`config.mk`:
```
export PLATFORM = sky130hd
export DESIGN_NAME = co2_sensor_frame_engine
export DESIGN_NICKNAME = d
export VERILOG_FILES = /design/src/hdl/cse_pkg.sv /design/src/hdl/cse_front.sv /design/src/hdl/cse_queue.sv /design/src/hdl/cse_back.sv /design/src/hdl/co2_sensor_frame_engine.sv
export SDC_FILE = /design/constraint.sdc
export NUM_CORES = 1
export LEC_CHECK = 0
export ABC_AREA = 1
export BUFFER_PORTS_ARGS = -buffer_cell sky130_fd_sc_hd__buf_2
export CAP_MARGIN = 20
export CORE_MARGIN = 2
export CORE_UTILIZATION = 45
export CTS_CLUSTER_SIZE = 20
export DETAILED_ROUTE_END_ITERATION = 12
export SETUP_SLACK_MARGIN = 0.5
export SLEW_MARGIN = 5
export SYNTH_ARGS = -nofsm -noshare
export SYNTH_HDL_FRONTEND = slang
export SYNTH_SLANG_ARGS = --single-unit
```
`constraint.sdc`:
```
create_clock -name i_clk -period 5.9 [get_ports i_clk]
set_clock_uncertainty 0.1 [all_clocks]
set_input_delay 0.295 -clock i_clk [delete_from_list [all_inputs] [get_ports i_clk]]
set_output_delay 0.295 -clock i_clk [all_outputs]
set_load 0.01 [all_outputs]
```
`src/hdl/cse_pkg.sv`:
```
// Shared types and constants for the gas sensor frame engine.
// Used by cse_front, cse_queue, cse_back and co2_sensor_frame_engine.
package cse_pkg;

    // Input commands
    localparam logic [2:0] CMD_MEASURE = 3'd0;
    localparam logic [2:0] CMD_ZERO    = 3'd1;
    localparam logic [2:0] CMD_SPAN    = 3'd2;
    localparam logic [2:0] CMD_RX_BYTE = 3'd3;
    localparam logic [2:0] CMD_TICK    = 3'd4;

    // Result kinds
    localparam logic [1:0] KIND_TX      = 2'd0;
    localparam logic [1:0] KIND_OK      = 2'd1;
    localparam logic [1:0] KIND_CSUM    = 2'd2;
    localparam logic [1:0] KIND_TIMEOUT = 2'd3;

    // Frame bytes
    localparam logic [7:0] FRAME_START = 8'hFF;
    localparam logic [7:0] FRAME_ADDR  = 8'h01;
    localparam logic [7:0] OP_MEASURE  = 8'h86;
    localparam logic [7:0] OP_ZERO     = 8'h87;
    localparam logic [7:0] OP_SPAN     = 8'h88;

    localparam logic [3:0]  FRAME_LAST_IDX   = 4'd8;
    localparam logic [3:0]  REPLY_LAST_IDX   = 4'd8;
    localparam logic [15:0] TIMEOUT_RESET    = 16'd100;
    localparam logic [15:0] TICKS_MAX        = 16'hFFFF;

    // One unit of work for the back end: a full frame or a single report
    typedef struct packed {
        logic        is_frame;
        logic [7:0]  op;
        logic [7:0]  b3;
        logic [7:0]  b4;
        logic [7:0]  chk;
        logic [1:0]  kind;
        logic [16:0] conc;
    } t_job;

endpackage

```
`src/hdl/cse_front.sv`:
```
// Front end: accepts commands, tracks reply reception and timeout,
// and emits one job per command that produces results. Uses cse_pkg.
module cse_front (
    input  logic              i_clk,
    input  logic              i_rst_n,
    input  logic              i_accept,
    input  logic [2:0]        i_command,
    input  logic [7:0]        i_rx_byte,
    input  logic [7:0]        i_span_high,
    input  logic [7:0]        i_span_low,
    input  logic              i_cfg_write,
    input  logic [15:0]       i_cfg_data,
    output logic              o_push,
    output cse_pkg::t_job     o_job
);

    logic        r_waiting,  n_waiting;
    logic [3:0]  r_count,    n_count;
    logic [7:0]  r_sum,      n_sum;
    logic [7:0]  r_vhigh,    n_vhigh;
    logic [7:0]  r_vlow,     n_vlow;
    logic [15:0] r_elapsed,  n_elapsed;
    logic [15:0] r_timeout;

    logic [7:0]  w_expect;
    logic [15:0] w_tick_next;
    logic        w_has_job;

    // Hold the timeout register
    always_ff @(posedge i_clk) begin
        if (!i_rst_n) begin
            r_timeout <= cse_pkg::TIMEOUT_RESET;
        end else if (i_cfg_write) begin
            r_timeout <= i_cfg_data;
        end
    end

    assign w_expect    = 8'd0 - r_sum;
    assign w_tick_next = (r_elapsed == cse_pkg::TICKS_MAX) ? r_elapsed : r_elapsed + 16'd1;

    // Classify the transaction and compute next reception state
    always_comb begin
        n_waiting = r_waiting;
        n_count   = r_count;
        n_sum     = r_sum;
        n_vhigh   = r_vhigh;
        n_vlow    = r_vlow;
        n_elapsed = r_elapsed;
        w_has_job = 1'b0;
        o_job.is_frame = 1'b0;
        o_job.op       = cse_pkg::OP_MEASURE;
        o_job.b3       = 8'd0;
        o_job.b4       = 8'd0;
        o_job.kind     = cse_pkg::KIND_TX;
        o_job.conc     = 17'd0;
        case (i_command)
            cse_pkg::CMD_MEASURE: begin
                n_waiting = 1'b1;
                n_count   = 4'd0;
                n_sum     = 8'd0;
                n_vhigh   = 8'd0;
                n_vlow    = 8'd0;
                n_elapsed = 16'd0;
                w_has_job = 1'b1;
                o_job.is_frame = 1'b1;
            end
            cse_pkg::CMD_ZERO: begin
                w_has_job = 1'b1;
                o_job.is_frame = 1'b1;
                o_job.op       = cse_pkg::OP_ZERO;
            end
            cse_pkg::CMD_SPAN: begin
                w_has_job = 1'b1;
                o_job.is_frame = 1'b1;
                o_job.op       = cse_pkg::OP_SPAN;
                o_job.b3       = i_span_high;
                o_job.b4       = i_span_low;
            end
            cse_pkg::CMD_RX_BYTE: begin
                if (r_waiting) begin
                    if (r_count >= 4'd1 && r_count <= 4'd7) begin
                        n_sum = r_sum + i_rx_byte;
                    end
                    if (r_count == 4'd2) begin
                        n_vhigh = i_rx_byte;
                    end
                    if (r_count == 4'd3) begin
                        n_vlow = i_rx_byte;
                    end
                    if (r_count >= cse_pkg::REPLY_LAST_IDX) begin
                        // Checksum byte: report and go idle
                        n_waiting = 1'b0;
                        n_count   = 4'd0;
                        w_has_job = 1'b1;
                        if (i_rx_byte == w_expect) begin
                            o_job.kind = cse_pkg::KIND_OK;
                            o_job.conc = {1'b0, r_vhigh, r_vlow};
                        end else begin
                            o_job.kind = cse_pkg::KIND_CSUM;
                            o_job.conc = '1;
                        end
                    end else begin
                        n_count = r_count + 4'd1;
                    end
                end
            end
            cse_pkg::CMD_TICK: begin
                if (r_waiting) begin
                    n_elapsed = w_tick_next;
                    if (w_tick_next > r_timeout) begin
                        n_waiting  = 1'b0;
                        n_count    = 4'd0;
                        w_has_job  = 1'b1;
                        o_job.kind = cse_pkg::KIND_TIMEOUT;
                    end
                end
            end
            default: begin
                w_has_job = 1'b0;
            end
        endcase
        // Frame checksum: negated sum of bytes 1 to 7 (bytes 5 to 7 are zero)
        o_job.chk = 8'd0 - (cse_pkg::FRAME_ADDR + o_job.op + o_job.b3 + o_job.b4);
    end

    assign o_push = i_accept && w_has_job;

    // Advance reception state on each accepted transaction
    always_ff @(posedge i_clk) begin
        if (!i_rst_n) begin
            r_waiting <= 1'b0;
            r_count   <= 4'd0;
            r_sum     <= 8'd0;
            r_vhigh   <= 8'd0;
            r_vlow    <= 8'd0;
            r_elapsed <= 16'd0;
        end else if (i_accept) begin
            r_waiting <= n_waiting;
            r_count   <= n_count;
            r_sum     <= n_sum;
            r_vhigh   <= n_vhigh;
            r_vlow    <= n_vlow;
            r_elapsed <= n_elapsed;
        end
    end

endmodule

```
`src/hdl/cse_queue.sv`:
```
// Job queue between front and back end of the frame engine.
// Small circular buffer of cse_pkg::t_job entries.
module cse_queue #(
    parameter int DEPTH = 4
) (
    input  logic              i_clk,
    input  logic              i_rst_n,
    input  logic              i_push,
    input  cse_pkg::t_job     i_job,
    input  logic              i_pop,
    output logic              o_full,
    output logic              o_head_valid,
    output cse_pkg::t_job     o_head
);

    localparam int PW = (DEPTH > 1) ? $clog2(DEPTH) : 1;
    localparam int CW = $clog2(DEPTH + 1);

    cse_pkg::t_job r_mem [DEPTH];
    logic [PW-1:0] r_wr, r_rd;
    logic [CW-1:0] r_count;

    assign o_full       = (r_count == CW'(DEPTH));
    assign o_head_valid = (r_count != '0);
    assign o_head       = r_mem[r_rd];

    // Store pushed job
    always_ff @(posedge i_clk) begin
        if (i_push) begin
            r_mem[r_wr] <= i_job;
        end
    end

    // Advance pointers and occupancy
    always_ff @(posedge i_clk) begin
        if (!i_rst_n) begin
            r_wr    <= '0;
            r_rd    <= '0;
            r_count <= '0;
        end else begin
            if (i_push) begin
                r_wr <= (r_wr == PW'(DEPTH - 1)) ? '0 : r_wr + PW'(1);
            end
            if (i_pop) begin
                r_rd <= (r_rd == PW'(DEPTH - 1)) ? '0 : r_rd + PW'(1);
            end
            if (i_push && !i_pop) begin
                r_count <= r_count + CW'(1);
            end else if (i_pop && !i_push) begin
                r_count <= r_count - CW'(1);
            end
        end
    end

endmodule

```
`src/hdl/cse_back.sv`:
```
// Back end: expands queued jobs into result transactions and holds
// them in an output register. Uses cse_pkg.
module cse_back (
    input  logic               i_clk,
    input  logic               i_rst_n,
    input  logic               i_head_valid,
    input  cse_pkg::t_job      i_head,
    output logic               o_pop,
    output logic               o_valid,
    input  logic               i_ready,
    output logic [1:0]         o_kind,
    output logic [7:0]         o_tx_byte,
    output logic signed [16:0] o_concentration,
    output logic               o_last
);

    logic        r_valid;
    logic [1:0]  r_kind;
    logic [7:0]  r_tx;
    logic [16:0] r_conc;
    logic        r_last;
    logic [3:0]  r_idx;

    logic       w_load;
    logic [7:0] w_byte;
    logic       w_frame_end;

    assign w_load      = i_head_valid && (!r_valid || i_ready);
    assign w_frame_end = (r_idx == cse_pkg::FRAME_LAST_IDX);
    assign o_pop       = w_load && (!i_head.is_frame || w_frame_end);

    // Select the frame byte at the current position
    always_comb begin
        case (r_idx)
            4'd0:    w_byte = cse_pkg::FRAME_START;
            4'd1:    w_byte = cse_pkg::FRAME_ADDR;
            4'd2:    w_byte = i_head.op;
            4'd3:    w_byte = i_head.b3;
            4'd4:    w_byte = i_head.b4;
            4'd8:    w_byte = i_head.chk;
            default: w_byte = 8'd0;
        endcase
    end

    // Load the output register and step through the frame
    always_ff @(posedge i_clk) begin
        if (!i_rst_n) begin
            r_valid <= 1'b0;
            r_idx   <= 4'd0;
        end else begin
            if (w_load) begin
                r_valid <= 1'b1;
                if (i_head.is_frame) begin
                    r_idx <= w_frame_end ? 4'd0 : r_idx + 4'd1;
                end
            end else if (i_ready) begin
                r_valid <= 1'b0;
            end
        end
    end

    always_ff @(posedge i_clk) begin
        if (w_load) begin
            if (i_head.is_frame) begin
                r_kind <= cse_pkg::KIND_TX;
                r_tx   <= w_byte;
                r_conc <= 17'd0;
                r_last <= w_frame_end;
            end else begin
                r_kind <= i_head.kind;
                r_tx   <= 8'd0;
                r_conc <= i_head.conc;
                r_last <= 1'b1;
            end
        end
    end

    assign o_valid         = r_valid;
    assign o_kind          = r_kind;
    assign o_tx_byte       = r_tx;
    assign o_concentration = signed'(r_conc);
    assign o_last          = r_last;

endmodule

```
`src/hdl/co2_sensor_frame_engine.sv`:
```
// Top level of the serial gas sensor frame engine.
// Instantiates cse_front, cse_queue and cse_back; uses cse_pkg.
//
// The block takes one command transaction per cycle while its job queue
// has room. Measure, zero and span commands each produce a 9-byte frame
// (FF 01 op b3 b4 00 00 00 checksum) delivered as nine results at one
// per cycle while i_ready holds; the last byte carries o_last. Received
// bytes and ticks are handled in the cycle they are accepted and produce
// at most one report (measurement, checksum error with concentration -1,
// or timeout). Results leave through a registered output at one per
// cycle while i_ready holds; the QUEUE_DEPTH-entry queue lets commands
// keep arriving while a frame is sent, and o_ready drops only when it is
// full. The timeout register is written through the cfg channel, which is
// always ready, and resets to 100 ticks.
module co2_sensor_frame_engine #(
    parameter int QUEUE_DEPTH = 4
) (
    input  logic               i_clk,
    input  logic               i_rst_n,
    input  logic               i_valid,
    output logic               o_ready,
    input  logic [2:0]         i_command,
    input  logic [7:0]         i_rx_byte,
    input  logic [7:0]         i_span_high,
    input  logic [7:0]         i_span_low,
    output logic               o_valid,
    input  logic               i_ready,
    output logic [1:0]         o_kind,
    output logic [7:0]         o_tx_byte,
    output logic signed [16:0] o_concentration,
    output logic               o_last,
    input  logic               i_cfg_valid,
    output logic               o_cfg_ready,
    input  logic [15:0]        i_cfg_data
);

    logic          w_full;
    logic          w_push;
    logic          w_pop;
    logic          w_head_valid;
    cse_pkg::t_job w_job;
    cse_pkg::t_job w_head;

    assign o_ready     = !w_full;
    assign o_cfg_ready = 1'b1;

    // Classify commands and track reception
    cse_front u_front (
        .i_clk       (i_clk),
        .i_rst_n     (i_rst_n),
        .i_accept    (i_valid && !w_full),
        .i_command   (i_command),
        .i_rx_byte   (i_rx_byte),
        .i_span_high (i_span_high),
        .i_span_low  (i_span_low),
        .i_cfg_write (i_cfg_valid),
        .i_cfg_data  (i_cfg_data),
        .o_push      (w_push),
        .o_job       (w_job)
    );

    // Buffer jobs between the two halves
    cse_queue #(
        .DEPTH (QUEUE_DEPTH)
    ) u_queue (
        .i_clk        (i_clk),
        .i_rst_n      (i_rst_n),
        .i_push       (w_push),
        .i_job        (w_job),
        .i_pop        (w_pop),
        .o_full       (w_full),
        .o_head_valid (w_head_valid),
        .o_head       (w_head)
    );

    // Expand jobs into result transactions
    cse_back u_back (
        .i_clk           (i_clk),
        .i_rst_n         (i_rst_n),
        .i_head_valid    (w_head_valid),
        .i_head          (w_head),
        .o_pop           (w_pop),
        .o_valid         (o_valid),
        .i_ready         (i_ready),
        .o_kind          (o_kind),
        .o_tx_byte       (o_tx_byte),
        .o_concentration (o_concentration),
        .o_last          (o_last)
    );

endmodule
```
### Word level (Yosys, flattened, before mapping)

Memories as Yosys holds them, arrays and structs flattened. A register that Yosys moved wholly into a read port is not among the register bits.
Cells that the tools add are included.

* bits in registers: 101
* latch bits: 0
* bits in writable memories: 192
* bits in read-only memories: 0
* input port bits: 48
* output and inout bits: 31
* logic and storage cells: 135
* memories kept: 1

* add/sub/neg operators: 13
* $mul: 0
* divide/modulo/power cells: 0
* order comparisons: 4
* eq/ne operators: 22
* shifts and indexed selects: 0
* muxes and demuxes: 49
* bitwise gates (word level): 0
* reductions and logical operators: 30

Memory list
* u_queue.r_mem: words 4, bits a word 48, rd ports 1, clocked after memory_dff 1, write ports 1, RTL line cse_queue.sv:19 `cse_pkg::t_job r_mem [DEPTH];`

Operator list (count)
* 19-bit two-way mux: 3
* 16-bit two-way mux: 3
* 8-bit two-way mux: 6
* 8-bit case mux with 2 select lines: 3
* 8-bit case mux with 6 select lines: 1
* 16-bit case mux with 2 select lines: 1
* 8-bit adder: 3
* 4-bit two-way mux: 5
* 17-bit two-way mux: 1
* 16-bit by 1-bit adder with 16-bit output, second input constant: 1
* 16-bit == test, second input constant: 1
* 4-bit by 2-bit == test with 1-bit output, second input constant: 4
* 16-bit greater-than comparator: 1
* 1-bit by 8-bit subtractor with 8-bit output, first input constant: 2
* 1-bit two-way mux: 13
* 2-bit two-way mux: 6
* 2-bit by 1-bit inequality test with 1-bit output, second input constant: 6
* 4-bit case mux with 3 select lines: 1
* 4-bit AND reduction: 3
* 1-bit by 8-bit adder with 8-bit output, first input constant: 1
* 4-bit by 1-bit adder with 4-bit output, second input constant: 2
* 8-bit == test: 1
* 4-bit case mux with 2 select lines: 1
* 2-bit nonzero test: 4
* 26 further kinds: 45

### Depth between registers and ports, before layout

Gate-level depths: netlist of run 1.

* word-level depth: 11
* depth in mapped cells: 32
* depth with buffers taken out: 32

### By module

Synthesis of run 1 repeated with hierarchy kept, for this count alone.

* cell total of the unflattened synthesis: 1433
* area total of the unflattened synthesis: 14325.0 µm²

Modules (own cells, without submodules)
* cse_queue: instances 1, cells each 562, area each 8146.6 µm², seq. area each 6426.2 µm²
* cse_front: instances 1, cells each 676, area each 4500.6 µm², seq. area each 1221.2 µm²
* cse_back: instances 1, cells each 190, area each 1652.8 µm², seq. area each 940.9 µm²
* co2_sensor_frame_engine: instances 1, cells each 5, area each 25.0 µm², seq. area each 0.0 µm²

### Least setup slack after synthesis of run 1

Ideal clock, no wire load.

* kind: register -> register
* from: reg u_front.r_elapsed[0]
* to: mem u_queue.r_mem[0][0] (netlist bit), enable pin
* data arrival time: 4.445 ns
* slack: 0.903 ns
* cell stages (with the launch flop): 25
* buffers on the path: 0
* period minus slack after synthesis: 4.997 ns
* cells stage by stage: dfxtp_1 ha_1 nand2_1 inv_1 nand3_1 nor2_1 nand2_1 inv_1 nand2_2 nand2_1 nor2_1 xor2_1 ha_1 nand2_1 nor2_1 nand2_1 nand2_1 nand2_1 nand2_1 nand2_1 nand2_1 nand2_1 nand2_1 nand2_1 nor2_1

* word-level cells in the longest chain between the ends: 9
* elaborated cells on any way between the ends: 10
* those cells by class: add/sub: 1; order compare: 1; eq/ne: 1; mux: 6; reduce/logical: 1

Ends and longest elaborated chain
* start: declaration: RTL line cse_front.sv:22 `logic [15:0] r_elapsed, n_elapsed;`
* start signal: assignment: RTL line cse_front.sv:143 `r_elapsed <= n_elapsed;`
* 16-bit by 1-bit adder with 16-bit output / 16-bit == test (equally long branches): RTL line cse_front.sv:39 `assign w_tick_next = (r_elapsed == cse_pkg::TICKS_MAX) ? r_elapsed : r_elapsed + 16'd1;`
* 16-bit two-way mux *: RTL line cse_front.sv:39
* 16-bit greater-than comparator *: RTL line cse_front.sv:110 `if (w_tick_next > r_timeout) begin`
* 1-bit two-way mux *: RTL line cse_front.sv:110
* 1-bit two-way mux *: RTL line cse_front.sv:108 `if (r_waiting) begin`
* 1-bit case mux with 3 select lines *: RTL line cse_front.sv:56 `case (i_command)`
* 1-bit logical AND *: RTL line cse_front.sv:126 `assign o_push = i_accept && w_has_job;`
* 1-bit two-way mux *: RTL line cse_queue.sv:29 `if (i_push) begin`
* 1-bit two-way mux (implied by the code) *: RTL line cse_queue.sv:30 `r_mem[r_wr] <= i_job;`
* end: declaration: RTL line cse_queue.sv:19

Mark *: on every way between the ends. The rest lies on a longest branch, timed or not.

### Final worst setup path of run 1

* from: reg u_front.r_elapsed[0]
* to: reg u_queue.r_count[2]

* word-level cells in the longest chain between the ends: 10
* elaborated cells on any way between the ends: 13
* those cells by class: add/sub: 1; order compare: 1; eq/ne: 1; mux: 5; reduce/logical: 5

Ends and longest elaborated chain
* 16-bit by 1-bit adder with 16-bit output / 16-bit == test (equally long branches): RTL line cse_front.sv:39
* 16-bit two-way mux *: RTL line cse_front.sv:39
* 16-bit greater-than comparator *: RTL line cse_front.sv:110
* 1-bit two-way mux *: RTL line cse_front.sv:110
* 1-bit two-way mux *: RTL line cse_front.sv:108
* 1-bit case mux with 3 select lines *: RTL line cse_front.sv:56
* 1-bit logical AND *: RTL line cse_front.sv:126
* via u_front.o_push: RTL line cse_front.sv:13 `output logic o_push,`
* 1-bit zero test: RTL line cse_queue.sv:49 `end else if (i_pop && !i_push) begin`
* 1-bit logical AND: RTL line cse_queue.sv:49
* 2-bit nonzero test (no source line)
* end signal: assignment: RTL line cse_queue.sv:48 `r_count <= r_count + CW'(1);`
* end signal: assignment: RTL line cse_queue.sv:50 `r_count <= r_count - CW'(1);`
* end: declaration: RTL line cse_queue.sv:21 `logic [CW-1:0] r_count;`

The timed path passes the listed nets; every way through them passes the cells marked *.
A chain may end at the register's enable or synchronous reset.

==> results of run 1 <==
[worst min-delay path, stage by stage]
cell and delay (ns):
sky130_fd_sc_hd__buf_2 0.07, sky130_fd_sc_hd__nor2_1 0.07, sky130_fd_sc_hd__o21ai_0 0.16, sky130_fd_sc_hd__inv_1 0.04
[placed cells by master (no fill, tap or decap), drive strengths merged, types with 3 or more instances in the layout]
master       instances
o22ai               40
nand3               46
nor3                16
ha                  50
o21ai              166
xnor2               12
clkinv              14
dfxtp               75
dlygate4sd3         24
clkbuf              37
nand4                5
buf                 94
nand2              180
fa                   5
nor2               145
edfxtp             216
a21oi              102
a31oi                5
a221oi               3
xor2                19
bufinv               4
inv                174
[logic make-up (layout without fill, tap and decap cells)]
group	count (synthesis)	count (layout)	share of synthesized area [%]
flip-flops	291	291	60.46
buffers and inverters	223	349	6.449
XOR/XNOR	31	31	2.055
adder cells (fa/ha/maj)	55	55	5.493
other	1	1	0.02838
AND/OR/NAND/NOR	397	397	12.32
AO/OA/AOI/OAI	325	325	13.19
[power by group through the flow]
stage	registers, mW	logic [mW]	clock network [mW]
2_1_floorplan	2.63	0.798	0
3_3_place_gp	2.59	1.27	0
3_5_place_dp	2.59	1.29	0
4_1_cts	2.55	1.31	1.96
5_1_grt	2.58	1.45	2.05
6_report	2.55	1.29	1.93
[stage by stage]
| stage | instance area, sq um | power, mW | instances |
|---|---|---|---|
| floorplan | 13210 | 3.432 | 1323 |
| global placement | 14050 | 3.865 | 1751 |
| detailed placement | 14050 | 3.884 | 1751 |
| CTS | 15310 | 5.824 | 1833 |
| global route | 15310 | 6.077 | 1833 |
| finish | 15310 | 5.765 | 1833 |
[sequential cells by signal, summed over array words and instances (netlist names), 2 cells and up, named ones only]
register and count:
u_back.o_concentration 17, u_back.o_kind 2, u_back.o_tx_byte 8, u_back.r_idx 4, u_front.r_count 4, u_front.r_elapsed 16
u_front.r_sum 8, u_front.r_timeout 16, u_front.r_vhigh 8, u_front.r_vlow 8, u_queue.r_count 3, u_queue.r_mem 188
u_queue.r_rd 2, u_queue.r_wr 2
[layout make-up]
cell class	count	area, sq um
Timing Repair Buffer	118	753.2
Sequential cell	291	7989
Fill cell	2538	13470
Clock inverter	21	211.5
Multi-Input combinational cell	809	4417
Inverter	173	649.4
Clock buffer	37	808.3
Tap cell	384	480.5
[routing by layer]
layer  vias up  part of all wire (%)  GRT usage [%]
met3        41                   3.9          2.446
li1       4720                     -              -
met4         0                   2.3          5.069
met2       183                    48          32.61
met5         -                     0              0
met1      4437                    46          25.70
[timing repair]
item	4_1_cts	5_1_grt
hold buffers	24	0
endpoints found under the hold margin	17	0
endpoints found under the setup margin	0	0
[final timing paths]
kind | startpoint | end | depth (start not counted)
worst min-delay path | i_ready | u_back.o_valid | 4
worst max register to register | u_front.r_elapsed[0] | u_queue.r_count[2] | 31
worst min register to register | u_front.r_vhigh[1] | u_front.r_vhigh[1] | 2
worst max-delay path | u_front.r_elapsed[0] | u_queue.r_count[2] | 31
==> flow_summary.ini, run 1 <==
[routing]
route.detailed.drc = 0
routed_wire_length_per_instance_microns = 15.83
viasPerCell = 5.118
dr.first_iter.drc_count = 581
detail_route.first_pass.iterations = 5
post_drt_antenna_nets = 0
drt_wl_total_microns = 29010
vias = 9381

[timing]
fin_setup_tns_ns = 0
tightest_slew_ns = 1.017
slew_headroom_pct = 32.15
setup_viol_count_final = 0
finalHoldViolCount = 0
finalCritPeriodShare_pct = 73.09
timing.final.max_slew_violations = 0
timing.final.ws_setup_ns = 1.588
timing.hold.ws_ns = 0.04887
rsz0062_at_grt = no
clock.fmax_mhz = 231.9
period_minus_slack_ns = 4.312

[pwr]
peakVddDrop_mv = 0.2087
power_frac_seq_pct = 44.2
combinational_power_share_pct = 22.4
power_switching_mw = 1.744
p_int_mw = 4.021
power.leakage_nw = 5.985
sw_frac_of_total_pct = 30.26
power_per_cell_area_nw_per_um2 = 376.6
power_frac_clock_pct = 33.4

[synth]
synth.ff_latch_count = 291
yosys_warnings = 0
netlist_area_sq_um = 13210
synth.net_count = 1426
synth_sequential_area_ratio_pct = 60.46
async_reset_ff_share_pct = 0
synth.lib_cells_used.distinct = 39
number_of_enable_type_register_cells_in_the_synthesized_netlist = 216
post_synth_inst_count = 1323
synth_top_area_cell = sky130_fd_sc_hd__edfxtp_1
synth_top_area_share_pct = 49.10
synth_flop_cell = sky130_fd_sc_hd__edfxtp_1
avgSynthCellArea_sq_um = 9.986
synth_top_cells_by_area = sky130_fd_sc_hd__edfxtp_1 49%, sky130_fd_sc_hd__dfxtp_1 11%, sky130_fd_sc_hd__o21ai_0 6.3%
post-synth-top-count-cell = sky130_fd_sc_hd__edfxtp_1
synth_top_cells_by_count = 216 x sky130_fd_sc_hd__edfxtp_1, 179 x sky130_fd_sc_hd__nand2_1, 170 x sky130_fd_sc_hd__inv_1

[worst_setup_path]
crit_path_most_repeated_cell = sky130_fd_sc_hd__nand2_1
critical_path_required_ns = 6.24
setup.reg_to_reg.worst_slack_ns = 1.59
crit_fanout = 9
path_class = reg2reg
critical_path.startpoint_type = register
critical_path.max_stage_delay_ns = 0.39
worst-path-buf-inv = 4
worstPathArrival_ns = 4.65
critPathCaptureType = register
cell_type_group_with_the_largest_total_delay_on_the_critical_path = simple AND/OR/NAND/NOR gates
critical_path.slowest_cell = sky130_fd_sc_hd__dfxtp_1

[global_route]
grt_antenna_before_repair = 0
gr-usage-all-layers_pct = 19.07
first_pass_grt_wire_length_microns = 47270
grt_remaining_overflow = 0
via_count_of_the_first_global_routing_pass = 9234
grt_max_degree = 61

[placed_design]
gp_congestion = 0.8211
numPortBuffers = 77
place_hpwl_microns = 18610
preCtsSetupSlack_ns = 1.548

[clock_tree]
cts_made_buffers = 31
post_cts_resize_count = 0
cts.sinks = 291
post_cts.repair.setup_buffers = 0
ctsLongestPathBuffers = 3
cts.clk_slew.worst_paths_ns = 0.06
cts.htree.levels = 1
clock-root-buffer = sky130_fd_sc_hd__clkbuf_16
cts_tree = done
worstSkewPairLatency_ns = 0.55

[floorplanning]
initial_core_util_pct = 45.90
fp-row-count = 62
floorplan.die_area_sq_um = 30750
core-area_sq_um = 28780
die_h_microns = 175.3
floorplan.die.width_microns = 175.3
boundaryPins = 79

[finish]
area_growth_syn_to_layout_pct = 15.87
nets = 1527
n_antenna_cell = 0
finalCoreUtilization_pct = 53.19
post_route_cells_drive_above_1_share_pct = 10.90

[run_status]
outcome = completed

[flow_run]
cap_viol_max_count = 0

[hold_path]
hold_class = in2reg
(Power assumes the default switching activity.)
==> run 2, diff against run 1 <==
clock period = 4 ns   (was 5.9 ns; I/O delays follow)
==> run 2 against run 1 <==
  * Hold slack worse by 0.017 ns
  * Count of clock-buffer cells in the layout is 11 higher
  * First-iteration DRC count is 15% higher
  * Clock power is 44% higher
==> flow_summary.ini, run 2 (synthesis gave the netlist of run 1 again) <==
[timing]
setup_viol_count_final = 0
fin_setup_tns_ns = 0
period_minus_slack_ns = 3.609
finalHoldViolCount = 0
clock.fmax_mhz = 277.1
timing.final.ws_setup_ns = 0.3913
finalCritPeriodShare_pct = 90.22
tightest_slew_ns = 1.011
slew_headroom_pct = 32.37
timing.final.max_slew_violations = 0
rsz0062_at_grt = yes

[placed_design]
numPortBuffers = 77
preCtsSetupSlack_ns = 0.1225
gp_congestion = 0.8547
place_hpwl_microns = 17760

[worst_setup_path]
r2r.worst_path.cells = 25
path_class = reg2reg
critical_path_required_ns = 4.17
setup.reg_to_reg.worst_slack_ns = 0.39
worstReg2RegStart = u_front.r_elapsed[0]
worst_r2r_endpoint = u_queue.r_mem[0][17]
worstPathArrival_ns = 3.78
critPathCaptureType = register
crit_fanout = 4
critical_path.startpoint_type = register

[finish]
largest_register_ff_count = 188
nets = 1604
post_route_cells_drive_above_1_share_pct = 17.38
area_growth_syn_to_layout_pct = 25.67
n_antenna_cell = 0
most-common-layout-cells = 216 x sky130_fd_sc_hd__edfxtp_1, 168 x sky130_fd_sc_hd__nand2_1, 164 x sky130_fd_sc_hd__inv_1, 155 x sky130_fd_sc_hd__o21ai_0, 134 x sky130_fd_sc_hd__nor2_1
most_common_cell_after_layout_fill_and_taps_aside = sky130_fd_sc_hd__edfxtp_1
largest_register = u_queue.r_mem
finalCoreUtilization_pct = 57.69

[clock_tree]
clock-root-buffer = sky130_fd_sc_hd__clkbuf_16
worstSkewPairLatency_ns = 0.55
cts_made_buffers = 30
cts_tree = done
cts.clk_slew.worst_paths_ns = 0.06
ctsLongestPathBuffers = 3
cts.htree.levels = 1
cts.sinks = 291

[floorplanning]
fp-row-count = 62
boundaryPins = 79
core-area_sq_um = 28780
floorplan.die.width_microns = 175.3
initial_core_util_pct = 45.90
die_h_microns = 175.3
floorplan.die_area_sq_um = 30750

[pwr]
p_total_mw = 8.608
sw_frac_of_total_pct = 30.63
p_int_mw = 5.971
power_frac_seq_pct = 43.8
power.leakage_nw = 6.529
power_switching_mw = 2.637
peakVddDrop_mv = 0.3434
power_per_cell_area_nw_per_um2 = 518.5
power_frac_clock_pct = 32.2
combinational_power_share_pct = 24.0

[global_route]
grt_antenna_before_repair = 0
first_pass_grt_wire_length_microns = 47990
grt_remaining_overflow = 0
gr-usage-all-layers_pct = 19.49
via_count_of_the_first_global_routing_pass = 9335
grt_max_degree = 76

[hold_path]
hold_class = in2reg
worst_hold_path_endpoint = u_front.r_sum[1]
hold_start = i_rx_byte[1]
hold-path-cell-count = 4

[routing]
post_drt_antenna_nets = 0
routed_wire_length_per_instance_microns = 16.65
vias = 9766
detail_route.first_pass.iterations = 5
route.detailed.drc = 0
drt_wl_total_microns = 31780
dr.first_iter.drc_count = 668
viasPerCell = 5.116

[flow_run]
cap_viol_max_count = 0

[run_status]
outcome = completed
[run 2: worst max-delay path by stage]
stage | from | endpoint | slack, ns
floorplan | u_front.r_elapsed[0] | u_queue.r_mem[0][0] | 0.35
global placement | u_front.r_elapsed[0] | u_queue.r_count[2] | 0.20
detailed placement | u_front.r_elapsed[0] | u_queue.r_count[2] | 0.12
CTS | u_front.r_elapsed[1] | u_queue.r_count[2] | 0.43
global route | u_front.r_elapsed[0] | u_queue.r_count[2] | 0.21
finish | u_front.r_elapsed[0] | u_queue.r_mem[0][17] | 0.39
[run 2: area by class of cell]
type                    instances  area (sq um)
clock inverters                 8         76.32
repair buffers                195          1813
flip-flops and latches        291          7998
fillers                      2427         12180
well taps                     384         480.5
multi-input cells             810          4658
inverters                     173         656.9
clock buffers                  48         919.6
[run 2: power by group through the flow]
stage	combinational (mW)	clock (mW)	sequential (mW)
after floorplan	1.19	0	3.88
after global placement	1.89	0	3.83
after detailed placement	1.92	0	3.84
after CTS	1.98	2.82	3.77
after global routing	2.32	2.94	3.80
final	2.07	2.77	3.77
[run 2: critical path, cell delays in order (launching register included)]
cell and delay (ns):
sky130_fd_sc_hd__dfxtp_2 0.36, sky130_fd_sc_hd__ha_4 0.14, sky130_fd_sc_hd__nand2_2 0.05, sky130_fd_sc_hd__inv_2 0.08
sky130_fd_sc_hd__nand3_4 0.08, sky130_fd_sc_hd__nor2_4 0.15, sky130_fd_sc_hd__nand2_4 0.09, sky130_fd_sc_hd__inv_6 0.09
sky130_fd_sc_hd__nand2_1 0.07, sky130_fd_sc_hd__o21ai_1 0.12, sky130_fd_sc_hd__nand2_1 0.06, sky130_fd_sc_hd__inv_1 0.08
sky130_fd_sc_hd__ha_1 0.24, sky130_fd_sc_hd__nand4_1 0.17, sky130_fd_sc_hd__a21oi_1 0.06, sky130_fd_sc_hd__nor2_1 0.21
sky130_fd_sc_hd__nand2_2 0.10, sky130_fd_sc_hd__buf_4 0.14, sky130_fd_sc_hd__buf_6 0.10, sky130_fd_sc_hd__buf_6 0.10
sky130_fd_sc_hd__buf_6 0.10, sky130_fd_sc_hd__buf_6 0.10, sky130_fd_sc_hd__buf_6 0.10, sky130_fd_sc_hd__buf_6 0.10
sky130_fd_sc_hd__nand4_1 0.19, sky130_fd_sc_hd__o21ai_2 0.14
[run 2: routing by layer]
metal	wire length, microns	vias to the layer above	track usage [%]
met5	0	-	0
met4	382	0	4.271
met3	1476	30	2.359
met2	15600	212	33.20
met1	14320	4638	26.84
li1	-	4886	-
[run 2: metrics by stage]
| step | hold WS, ns | cells | instance area (sq um) |
|---|---|---|---|
| global placement | 0.3208 | 1751 | 14140 |
| finish | 0.03226 | 1909 | 16600 |
| floorplan | 0.2111 | 1323 | 13270 |
| detailed placement | 0.3284 | 1751 | 14140 |
| CTS | 0.02314 | 1873 | 15840 |
| global route | 0.05262 | 1909 | 16600 |
[run 2: what timing repair did]
action                     4_1_cts  5_1_grt
setup endpoints to repair      191      212
gates cloned                     1       17
pin swaps                       16       28
gates resized for setup         30       62
hold endpoints to repair        89        0
hold buffers                    44        0
setup buffers                   21       18
